## src/rtl/sha1_pkg.sv

```systemverilog
// SHA-1 engine package: request type, round constants, initial hash words.
// No dependencies.
package sha1_pkg;

   typedef struct packed {
      logic [7:0] data_byte;
      logic       byte_valid;
      logic       finish;
      logic       keep_state;
   } req_type;

   localparam logic [31:0] K0 = 32'h5a827999;
   localparam logic [31:0] K1 = 32'h6ed9eba1;
   localparam logic [31:0] K2 = 32'h8f1bbcdc;
   localparam logic [31:0] K3 = 32'hca62c1d6;
   localparam logic [159:0] H_INIT =
      160'h67452301_efcdab89_98badcfe_10325476_c3d2e1f0;

   function automatic logic [31:0] rotl1(input logic [31:0] x);
      return {x[30:0], x[31]};
   endfunction

endpackage

```

## src/rtl/sha1_req_fifo.sv

```systemverilog
// Two-entry request queue between the front (accept) and back (hash) parts.
// Depends on sha1_pkg.
module sha1_req_fifo
   import sha1_pkg::*;
(
   input  logic    clock,
   input  logic    reset,
   input  logic    wr_en,
   input  req_type wr_data,
   output logic    full,
   input  logic    rd_en,
   output req_type rd_data,
   output logic    empty
);
   req_type    mem_ff [2];
   logic       wptr_ff, rptr_ff;
   logic [1:0] cnt_ff;

   assign full    = cnt_ff == 2'd2;
   assign empty   = cnt_ff == 2'd0;
   assign rd_data = mem_ff[rptr_ff];

   always_ff @(posedge clock) begin
      if (wr_en && !full) mem_ff[wptr_ff] <= wr_data;
      if (reset) begin
         wptr_ff <= 1'b0;
         rptr_ff <= 1'b0;
         cnt_ff  <= 2'd0;
      end else begin
         if (wr_en && !full) wptr_ff <= ~wptr_ff;
         if (rd_en && !empty) rptr_ff <= ~rptr_ff;
         cnt_ff <= cnt_ff + 2'((wr_en && !full) ? 1 : 0) - 2'((rd_en && !empty) ? 1 : 0);
      end
   end

   a_cnt: assert property (@(posedge clock) disable iff (reset) cnt_ff != 2'd3)
      else $error("fifo count out of range");
   a_nowr: assert property (@(posedge clock) disable iff (reset)
      full && !rd_en |=> full) else $error("fifo lost entry");
   a_cntstep: assert property (@(posedge clock) disable iff (reset)
      (wr_en && !full && !(rd_en && !empty)) |=> cnt_ff == $past(cnt_ff) + 2'd1)
      else $error("fifo count step");
endmodule

```

## src/rtl/sha1_round.sv

```systemverilog
// SHA-1 compression unit: one round per cycle, 16-word rolling schedule.
// Depends on sha1_pkg.
module sha1_round
   import sha1_pkg::*;
(
   input  logic         clock,
   input  logic         reset,
   input  logic         start,
   input  logic [511:0] block,
   input  logic [159:0] h_in,
   output logic         done,
   output logic [159:0] h_out
);
   logic [31:0]  w_ff [16];
   logic [31:0]  a_ff, b_ff, c_ff, d_ff, e_ff;
   logic [159:0] h_ff;
   logic [6:0]   rnd_ff;
   logic         busy_ff, done_ff;
   logic [31:0]  wi, f, k, t;

   always_comb begin
      if (rnd_ff < 7'd16) wi = w_ff[0];
      else wi = rotl1(w_ff[13] ^ w_ff[8] ^ w_ff[2] ^ w_ff[0]);
      if (rnd_ff < 7'd20) begin
         f = (b_ff & c_ff) ^ (~b_ff & d_ff); k = K0;
      end else if (rnd_ff < 7'd40) begin
         f = b_ff ^ c_ff ^ d_ff; k = K1;
      end else if (rnd_ff < 7'd60) begin
         f = (b_ff & c_ff) ^ (b_ff & d_ff) ^ (c_ff & d_ff); k = K2;
      end else begin
         f = b_ff ^ c_ff ^ d_ff; k = K3;
      end
      t = {a_ff[26:0], a_ff[31:27]} + f + e_ff + k + wi;
   end

   assign done  = done_ff;
   assign h_out = h_ff;

   always_ff @(posedge clock) begin
      if (start) begin
         for (int i = 0; i < 16; i++) w_ff[i] <= block[511-32*i -: 32];
         {a_ff, b_ff, c_ff, d_ff, e_ff} <= h_in;
         h_ff <= h_in;
      end else if (busy_ff) begin
         for (int i = 0; i < 15; i++) w_ff[i] <= w_ff[i+1];
         w_ff[15] <= wi;
         e_ff <= d_ff; d_ff <= c_ff; c_ff <= {b_ff[1:0], b_ff[31:2]};
         b_ff <= a_ff; a_ff <= t;
      end else if (done_ff) begin
         h_ff <= {h_ff[159:128] + a_ff, h_ff[127:96] + b_ff, h_ff[95:64] + c_ff,
                  h_ff[63:32] + d_ff, h_ff[31:0] + e_ff};
      end
      if (reset) begin
         busy_ff <= 1'b0;
         done_ff <= 1'b0;
         rnd_ff  <= 7'd0;
      end else begin
         done_ff <= 1'b0;
         if (start) begin
            busy_ff <= 1'b1;
            rnd_ff  <= 7'd0;
         end else if (busy_ff) begin
            rnd_ff <= rnd_ff + 7'd1;
            if (rnd_ff == 7'd79) begin
               busy_ff <= 1'b0;
               done_ff <= 1'b1;
            end
         end
      end
   end
   // h_out is valid the cycle after done

   a_rnd: assert property (@(posedge clock) disable iff (reset) busy_ff |-> rnd_ff < 7'd80)
      else $error("round index out of range");
   a_done: assert property (@(posedge clock) disable iff (reset) done_ff |-> !busy_ff)
      else $error("done while busy");
   a_end: assert property (@(posedge clock) disable iff (reset)
      busy_ff && rnd_ff == 7'd79 && !start |=> done_ff) else $error("missing done");
endmodule

```

## src/rtl/sha1_back.sv

```systemverilog
// Back end: absorbs bytes, pads on digest request, emits five words.
// Depends on sha1_pkg and sha1_round.
module sha1_back
   import sha1_pkg::*;
(
   input  logic        clock,
   input  logic        reset,
   input  logic        q_empty,
   input  req_type     q_data,
   output logic        q_pop,
   output logic        rsp_empty,
   input  logic        rsp_pop,
   output logic [31:0] rsp_digest_word,
   output logic [2:0]  rsp_word_index,
   output logic        rsp_last_word,
   output logic        rsp_length_overflow
);
   typedef enum logic [3:0] {
      S_IDLE, S_BLK, S_BLK_WAIT, S_BLK_SUM, S_FIN, S_P1_WAIT, S_P1_SUM,
      S_P2, S_P2_WAIT, S_P2_SUM, S_OUT
   } state_type;

   localparam logic [1:0] MODE_PLAIN = 2'd0;
   localparam logic [1:0] MODE_PAD   = 2'd1;
   localparam logic [1:0] MODE_LEN   = 2'd2;

   state_type    state_ff;
   logic [7:0]   buf_ff [64];
   logic [159:0] cv_ff, hd_ff;
   logic [6:0]   fill_ff;
   logic [63:0]  bits_ff;
   logic         ovf_ff, dovf_ff, keep_ff, fin_ff;
   logic [2:0]   idx_ff;
   logic         start;
   logic [511:0] blk;
   logic         done;
   logic [159:0] h_in, h_out;
   logic [5:0]   pos;
   logic [63:0]  len_in;
   logic [1:0]   mode;  // block source: buffer, padded buffer, zeros plus length

   assign pos = fill_ff[5:0];
   assign len_in = bits_ff + {55'd0, pos, 3'd0};

   always_comb begin
      for (int i = 0; i < 64; i++) begin
         logic [7:0] b;
         b = buf_ff[i];
         if (mode != MODE_PLAIN) begin
            if (mode == MODE_LEN || i > pos) b = 8'h00;
            else if (i == pos) b = 8'h80;
            if (i >= 56 && (mode == MODE_LEN || pos < 6'd56)) b = len_in[63-8*(i-56) -: 8];
         end
         blk[511-8*i -: 8] = b;
      end
   end

   assign q_pop     = (state_ff == S_IDLE) && !q_empty;
   assign rsp_empty = state_ff != S_OUT;
   assign rsp_digest_word = hd_ff[159-32*idx_ff -: 32];
   assign rsp_word_index  = idx_ff;
   assign rsp_last_word   = idx_ff == 3'd4;
   assign rsp_length_overflow = dovf_ff;

   always_comb begin
      start = 1'b0; mode = MODE_PLAIN; h_in = cv_ff;
      unique case (state_ff)
         S_BLK: start = 1'b1;
         S_FIN: begin start = 1'b1; mode = MODE_PAD; end
         S_P2:  begin start = 1'b1; mode = MODE_LEN; h_in = hd_ff; end
         S_P1_WAIT, S_P1_SUM: mode = MODE_PAD;
         default: ;
      endcase
   end

   sha1_round u_round (.clock, .reset, .start, .block(blk), .h_in, .done, .h_out);

   always_ff @(posedge clock) begin
      if (reset) begin
         state_ff <= S_IDLE;
         cv_ff <= H_INIT; fill_ff <= 7'd0; bits_ff <= 64'd0; ovf_ff <= 1'b0;
         idx_ff <= 3'd0;
      end else begin
         unique case (state_ff)
            S_IDLE: if (!q_empty) begin
               fin_ff  <= q_data.finish;
               keep_ff <= q_data.keep_state;
               if (q_data.byte_valid) begin
                  buf_ff[pos] <= q_data.data_byte;
                  if (pos == 6'd63) begin
                     fill_ff <= 7'd0;
                     state_ff <= S_BLK;
                  end else begin
                     fill_ff <= fill_ff + 7'd1;
                     if (q_data.finish) state_ff <= S_FIN;
                  end
               end else if (q_data.finish) state_ff <= S_FIN;
            end
            S_BLK: state_ff <= S_BLK_WAIT;
            S_BLK_WAIT: if (done) state_ff <= S_BLK_SUM;
            S_BLK_SUM: begin
               cv_ff <= h_out;
               bits_ff <= bits_ff + 64'd512;
               if (bits_ff[63:9] == '1) ovf_ff <= 1'b1;
               state_ff <= fin_ff ? S_FIN : S_IDLE;
            end
            S_FIN: begin
               dovf_ff <= ovf_ff | (len_in < {55'd0, pos, 3'd0});
               state_ff <= S_P1_WAIT;
            end
            S_P1_WAIT: if (done) state_ff <= S_P1_SUM;
            S_P1_SUM: begin
               hd_ff <= h_out;
               state_ff <= (pos >= 6'd56) ? S_P2 : S_OUT;
               idx_ff <= 3'd0;
            end
            S_P2: state_ff <= S_P2_WAIT;
            S_P2_WAIT: if (done) state_ff <= S_P2_SUM;
            S_P2_SUM: begin hd_ff <= h_out; idx_ff <= 3'd0; state_ff <= S_OUT; end
            S_OUT: if (rsp_pop) begin
               idx_ff <= idx_ff + 3'd1;
               if (idx_ff == 3'd4) begin
                  state_ff <= S_IDLE;
                  if (!keep_ff) begin
                     cv_ff <= H_INIT; fill_ff <= 7'd0; bits_ff <= 64'd0; ovf_ff <= 1'b0;
                  end
               end
            end
            default: state_ff <= S_IDLE;
         endcase
      end
   end

   a_idx: assert property (@(posedge clock) disable iff (reset)
      state_ff == S_OUT |-> idx_ff <= 3'd4) else $error("word index out of range");
   a_fill: assert property (@(posedge clock) disable iff (reset) fill_ff < 7'd64)
      else $error("fill count out of range");
   a_pop: assert property (@(posedge clock) disable iff (reset)
      q_pop |=> state_ff != S_OUT) else $error("output while absorbing");
endmodule

```

## src/rtl/sha1_hash_engine_core.sv

```systemverilog
// SHA-1 engine top: request queue feeding the hashing back end.
// A byte is absorbed from the queue head while the back end is idle; a byte that
// fills a block adds setup, 80 rounds, done and sum before the next request.
// A digest request runs one or two padded blocks through the rounds, then five pops.
// Throughput is bound by the round unit; no request is taken while a block hashes.
// Synchronous active-high reset restores the SHA-1 initial hash state.
module sha1_hash_engine_core
   import sha1_pkg::*;
(
   input  logic        clock,
   input  logic        reset,
   input  logic        push,
   output logic        full,
   input  logic [7:0]  req_data_byte,
   input  logic        req_byte_valid,
   input  logic        req_finish,
   input  logic        req_keep_state,
   output logic        empty,
   input  logic        pop,
   output logic [31:0] rsp_digest_word,
   output logic [2:0]  rsp_word_index,
   output logic        rsp_last_word,
   output logic        rsp_length_overflow
);
   req_type wr_data, rd_data;
   logic    q_empty, q_pop;

   assign wr_data = '{data_byte: req_data_byte, byte_valid: req_byte_valid,
                      finish: req_finish, keep_state: req_keep_state};

   sha1_req_fifo u_fifo (.clock, .reset, .wr_en(push), .wr_data, .full,
                         .rd_en(q_pop), .rd_data, .empty(q_empty));

   sha1_back u_back (.clock, .reset, .q_empty, .q_data(rd_data), .q_pop,
                     .rsp_empty(empty), .rsp_pop(pop), .rsp_digest_word,
                     .rsp_word_index, .rsp_last_word, .rsp_length_overflow);
endmodule
```

## config.mk

```make
export PLATFORM = sky130hd
export DESIGN_NAME = sha1_hash_engine_core
export DESIGN_NICKNAME = d
export VERILOG_FILES = /design/src/rtl/sha1_pkg.sv /design/src/rtl/sha1_req_fifo.sv /design/src/rtl/sha1_round.sv /design/src/rtl/sha1_back.sv /design/src/rtl/sha1_hash_engine_core.sv
export SDC_FILE = /design/constraint.sdc
export NUM_CORES = 2
export LEC_CHECK = 0
export BUFFER_PORTS_ARGS = -buffer_cell sky130_fd_sc_hd__buf_4
export CAP_MARGIN = 5
export CORE_MARGIN = 2
export CORE_UTILIZATION = 30
export DETAILED_ROUTE_END_ITERATION = 16
export GPL_TIMING_DRIVEN = 0
export PLACE_DENSITY = 0.4
export SLEW_MARGIN = 25
export SYNTH_ARGS = -nofsm -noshare
export SYNTH_HDL_FRONTEND = slang
export SYNTH_SLANG_ARGS = --single-unit
```

## constraint.sdc

```tcl
create_clock -name clock -period 29.2 [get_ports clock]
set_input_delay 5.84 -clock clock [delete_from_list [all_inputs] [get_ports clock]]
set_output_delay 5.84 -clock clock [all_outputs]
set_load 0.02 [all_outputs]
```

**After elaboration in Yosys (flattened, before gate mapping)**

Memories as Yosys holds them, arrays and structs flattened. A register that Yosys moved wholly into a read port is not among the register bits.
Index checks and enable logic that the tools add are counted.

- Register bits: 735
- Memory bits (writable): 1046
- Output and inout bits: 39
- Logic and storage cells: 623
- Memories: 3

Memories:

| memory | words | bits a word | read ports | clocked after memory_dff | wr ports | RTL line | source |
|---|---|---|---|---|---|---|---|
| u_back.buf_ff | 64 | 8 | 64 | 0 | 1 | sha1_back.sv:28 | `logic [7:0] buf_ff [64];` |
| u_back.u_round.w_ff | 16 | 32 | 16 | 0 | 16 | sha1_round.sv:14 | `logic [31:0] w_ff [16];` |
| u_fifo.mem_ff | 2 | 11 | 1 | 1 | 1 | sha1_req_fifo.sv:15 | `req_type mem_ff [2];` |

- Add/subtract/negate cells: 17
- Magnitude comparators: 70
- Equality and inequality tests: 90
- Shift-type cells: 1
- Multiplexer cells: 293
- Bitwise gates (word level): 35
- Reductions and logical operators: 92

Operator list:

| kind | number |
|---|---|
| $mux W8 | 200 |
| $mux W160 | 7 |
| $mux W32 | 32 |
| $pmux W160 S2 | 1 |
| $add A32 B32 Y32 | 9 |
| $xor A32 B32 Y32 | 8 |
| $eq A6 B6 Y1 const A | 32 |
| $gt A6 B6 Y1 const A | 32 |
| $mux W64 | 3 |
| $shiftx A191 B33 Y32 | 1 |
| $and A32 B32 Y32 | 4 |
| $pmux W64 S2 | 1 |
| $eq A5 B6 Y1 const A | 16 |
| $gt A5 B6 Y1 const A | 16 |
| $add A64 B10 Y64 const B | 1 |
| $add A64 B9 Y64 | 1 |
| $logic_or A1 B1 Y1 | 64 |
| $lt A64 B9 Y1 | 1 |
| $eq A55 B55 Y1 const B | 1 |
| $eq A4 B6 Y1 const A | 8 |
| $gt A4 B6 Y1 const A | 8 |
| $pmux W4 S11 | 1 |
| $mux W7 | 6 |
| $mux W4 | 10 |
| other kinds (49) | 135 |

**Longest topological paths before layout**

- Depth after elaboration: 12
- Gate-level depth with buffers: 25

**Hierarchy**

A second synthesis with hierarchy kept.

- Cell total of the unflattened synthesis: 7412
- Area total of the unflattened synthesis: 87219.9 µm²

Modules (own cells, without submodules):

| module | instances | cells each | area each (µm²) | seq. area each (µm²) |
|---|---|---|---|---|
| sha1_round | 1 | 3899 | 48144.9 | 25164.1 |
| sha1_back | 1 | 3452 | 38051.5 | 24853.8 |
| sha1_req_fifo | 1 | 61 | 1023.5 | 760.7 |

**Worst setup path after synthesis**

Ideal clock, no wire load.

- Path type: reg2reg
- From: register u_back.state_ff[3]
- To: register u_back.u_round.a_ff[0], enable pin
- Library setup time: 1082 ps
- Arrival: 16117 ps
- Data required time: 28118 ps
- Slack: 12000 ps
- Cell stages (with the launch flop): 9
- Path buffers: 5
- Path through: dfxtp_1 buf_2 nand2b_1 clkbuf_1 nor2_2 clkbuf_1 clkbuf_1 clkbuf_1 or3_1

- Word-level cells in the longest chain between the ends: 4

RTL lines:

| what | RTL line | source |
|---|---|---|
| start: declaration | sha1_back.sv:27 | `state_type state_ff;` |
| start signal: assignment | sha1_back.sv:105 | `state_ff <= fin_ff ? S_FIN : S_IDLE;` |
| start signal: assignment | sha1_back.sv:114 | `state_ff <= (pos >= 6'd56) ? S_P2 : S_OUT;` |
| $eq A4 B1 Y1 / $eq A4 B3 Y1 (equally long branches) | sha1_back.sv:67 | `unique case (state_ff)` |
| $reduce_or A3 Y1 (no line) * | - |  |
| $mux W1 * | sha1_back.sv:67 |  |
| $reduce_bool A2 Y1 (no line) * | - |  |
| end signal: assignment | sha1_round.sv:42 | `{a_ff, b_ff, c_ff, d_ff, e_ff} <= h_in;` |
| end: declaration | sha1_round.sv:15 | `logic [31:0] a_ff, b_ff, c_ff, d_ff, e_ff;` |

Every way passes the cells marked *; elsewhere a longest branch is shown, timed or not.
A chain may end at the register's enable or synchronous reset.

**Final worst setup path**

- From: register u_back.idx_ff[0], in the netlist u_back.rsp_word_index[0]
- To: output rsp_digest_word[29]

- Word-level cells in the longest chain between the ends: 2

RTL lines:

| what | RTL line | source |
|---|---|---|
| start: declaration | sha1_back.sv:33 | `logic [2:0] idx_ff;` |
| start signal: assignment | sha1_back.sv:121 | `idx_ff <= idx_ff + 3'd1;` |
| $sub A8 B8 Y9 | sha1_back.sv:60 | `assign rsp_digest_word = hd_ff[159-32*idx_ff -: 32];` |
| $shiftx A191 B33 Y32 | sha1_back.sv:60 |  |
| end: declaration | sha1_hash_engine_core.sv:20 | `output logic [31:0] rsp_digest_word,` |

Every way passes these cells.

==> flow_metrics.tcl <==
set metrics [dict create \
    run_status "finished, final reports clean" \
    cap_violations 0 \
    synth-edff-count 1529 \
    grt_max_degree 65 \
    global_route.peak_usage_layer "met2" \
    critical_path.startpoint_type "flip-flop" \
    critPathRequiredTime_ns 23.36 \
    tritoncts_clock_tree "done" \
    maximum_fanout_count_along_the_critical_path 10 \
    drt_iter0_markers 8947 \
    finalClockSkew_ns 0.1175 \
    design.final.nets 7910 \
    postSynthRegisterBits 1772 \
    netlist-cell-type-count 91 \
    cts_made_buffers 211 \
    cp-startpoint "u_back.rsp_word_index[0]$_SDFFE_PP0P_" \
    firstDrtPassIters 7 \
    clk-insertion-delay-late_ns 0.95 \
    detail_route.drc_violations 0 \
    global_route_wire_length_before_repair_mm 544.9 \
    post_cts_resize_count 0 \
    max_slew_margin_pct 13.80 \
    hold_path.class "reg -> reg" \
    yosys_warnings 0 \
    timing.reg2reg.setup_slack_ns 20.94 \
    area_enclosed_by_the_die_boundary_mm2 0.2844 \
    gp_congestion 1.021 \
    antenna_violations_before_repair 56 \
    area_fraction_in_compound_gates_after_synthesis_pct 14.20 \
    met1_usage_pct 39.36 \
    cts.sinks 1772 \
    synth_sequential_area_ratio_pct 60.42 \
    worst_slew_pin_slew_ns 1.293 \
    drtAntennaViolNets 0 \
    synthesis.area_mm2 0.08404 \
    synth_simple_gate_area_share_pct 11.37 \
    grt_overflow_total 0 \
    asyncSetResetFlopFracSynth_pct 0 \
    post_synth.cell_area_avg_um2 11.70 \
    post-route-period-util_pct 44.18 \
    cts.root.buffer_cell "sky130_fd_sc_hd__clkbuf_16" \
    synth_mux_area_share_pct 1.590 \
    synthXorXnorAreaFrac_pct 3.356 \
    buffer_ports.inserted 52 \
    setup.worst_path.end_class "primary output" \
    finalCriticalPeriod_ns 12.90 \
    postRouteWirelength_mm 409.6 \
    synthAdderAreaFrac_pct 6.134 \
    hpwlAfterDp_mm 310.8 \
    clk_transition_reported_paths_ns 0.06 \
    routed-via-count 65290 \
    die-height_um 533.3 \
    final_util_pct 35.58 \
    critical_path_arrival_ns 7.06 \
    htree_num_levels 4 \
    detail_route.vias_per_cell 5.688 \
    syn_inst 7181 \
    clk_path_buf_depth 4 \
    critical_path.reg2reg.startpoint "u_back.u_round.rnd_ff[4]$_SDFFE_PP0P_" \
    ctsHoldBuffers 0 \
    grt.met2_usage_pct 41.16 \
    number_of_global_route_vias_before_repair 61410 \
    initial_core_util_pct 30.13 \
    report.final.slew_viol_count 0 \
    post_cts.repair.setup_buffers 0 \
    worst_hold_startpoint "u_back.cv_ff[159]$_SDFFE_PP0P_" \
    floorplan.rows 194 \
    max_clock_freq_mhz 77.52 \
    detail_route.wl_per_cell_um 35.69 \
    grt.total_usage_pct 27.94 \
    synth_top_family_by_area "compound AO/OA/AOI/OAI gates" \
    layout-drive-gt1-share_pct 9.970 \
    die_w_um 533.3 \
    final-hold-violation-count 0 \
    grt_setup_unrepaired "false" \
    core-area_mm2 0.2789 \
    groute.layer.met3.usage_pct 5.841 \
    pin_count 54 \
    area_delta_synth_final_pct 18.08 \
    leading_register_cell_type_out_of_synthesis "sky130_fd_sc_hd__edfxtp_1" \
    timing.final.setup_violations 0 \
    critical_path_class "reg -> out" \
]
## cells in the mapped netlist (all sizes together) (32+ instances only)
library cell | number | area, um2
fa | 125 | 2502
buf | 53 | 216.5
xnor2 | 213 | 1866
a22o | 331 | 2899
xor2 | 109 | 954.7
nand3 | 243 | 1216
ha | 212 | 2653
inv | 271 | 1017
nand2 | 956 | 3591
clkbuf | 323 | 1212
nand4 | 37 | 237.7
a21o | 103 | 773.2
o21ai | 339 | 1697
a22oi | 127 | 953.4
a211oi | 34 | 255.2
mux4 | 32 | 720.7
mux2i | 48 | 480.5
nor3 | 87 | 446.7
o21a | 40 | 300.3
a21oi | 399 | 2001
edfxtp | 1529 | 45910
and3 | 39 | 244.0
a31oi | 129 | 813.3
a221oi | 49 | 435.4
dfxtp | 243 | 4865
nor2 | 708 | 2668
## worst max-delay path, cell delays in order, from the launching register on
cell                       delay, ns
sky130_fd_sc_hd__dfxtp_1        0.72
sky130_fd_sc_hd__clkbuf_1       0.88
sky130_fd_sc_hd__clkbuf_1       0.84
sky130_fd_sc_hd__inv_1          0.17
sky130_fd_sc_hd__ha_1           0.33
sky130_fd_sc_hd__clkbuf_1       0.46
sky130_fd_sc_hd__nor3_1         1.09
sky130_fd_sc_hd__clkbuf_1       0.75
sky130_fd_sc_hd__a22oi_1        0.21
sky130_fd_sc_hd__nor2_1         0.46
sky130_fd_sc_hd__buf_4          0.24
## logic make-up (layout without fill, tap and decap cells)
group                    Yosys count  count (layout)
flip-flops                      1772            1772
other                              1              25
adder cells (fa/ha/maj)          337             337
XOR/XNOR                         322             322
buffers and inverters            648            1197
AND/OR/NAND/NOR                 2243            2243
multiplexers                      92              92
AO/OA/AOI/OAI                   1766            1766
## worst paths after layout
check | cells after the start | endpoint
worst max register to register | 24 | u_back.u_round.a_ff[31]$_DFFE_PP_
worst min-delay path | 2 | u_back.cv_ff[159]$_SDFFE_PP0P_
worst max-delay path | 10 | rsp_digest_word[29]
worst min register to register | 2 | u_back.cv_ff[159]$_SDFFE_PP0P_
## routing by layer
layer,vias up,wire length (um)
met3,694,36240
met5,-,302
li1,27290,-
met4,10,20450
met1,33850,177800
met2,3448,174800
## sequential cells by signal (all words and copies together), names as in the netlist, 2 cells and up, named ones only
register               cells
u_back.bits_ff            55
u_back.buf_ff            512
u_back.cv_ff             160
u_back.fill_ff             6
u_back.hd_ff             160
u_back.rsp_word_index      3
u_back.state_ff            4
u_back.u_round.a_ff       32
u_back.u_round.b_ff       32
u_back.u_round.c_ff       32
u_back.u_round.d_ff       32
u_back.u_round.e_ff       32
u_back.u_round.h_out     160
u_back.u_round.rnd_ff      7
u_back.u_round.w_ff      512
u_fifo.cnt_ff              2
u_fifo.mem_ff             22
## through the flow
step	std cells	area (um2)	TNS [ns]	setup slack [ns]	hold WS, ns
2_1_floorplan	7184	84050	0	12.00	0.4366
3_3_place_gp	10960	89100	-1301.04	-1.980	0.4434
3_5_place_dp	11070	92220	0	17.48	0.4474
4_1_cts	11460	99060	0	16.54	0.4442
5_1_grt	11460	99190	0	16.45	0.4721
6_report	11480	99230	0	16.30	0.4602
## cell usage in the layout, fill, tap and decap left out, drive strengths merged, types with 37 or more instances in the layout
master  count
a21o      103
a31oi     129
nand2     956
nand3     243
xnor2     213
edfxtp   1529
clkinv     82
clkbuf    605
dfxtp     243
xor2      109
nand4      37
a21oi     399
nor2      708
nor3       87
inv       276
o21a       40
ha        212
a22o      331
a221oi     49
o21ai     339
buf       214
mux2i      48
fa        125
a22oi     127
and3       39
## final cells by class
class / count / area [um2]
fill: 27520 / 179700
antenna: 21 / 52.55
clock buffer: 282 / 5832
inverter: 272 / 1021
timing repair buffer: 161 / 2922
buffer: 376 / 1582
multi-input combinational: 4764 / 31370
clock inverter: 106 / 1011
sequential: 1772 / 50780
tap: 3724 / 4659
Power is not shown: default switching activity piles up to over one toggle a cycle in this logic, so the estimate is an artifact.
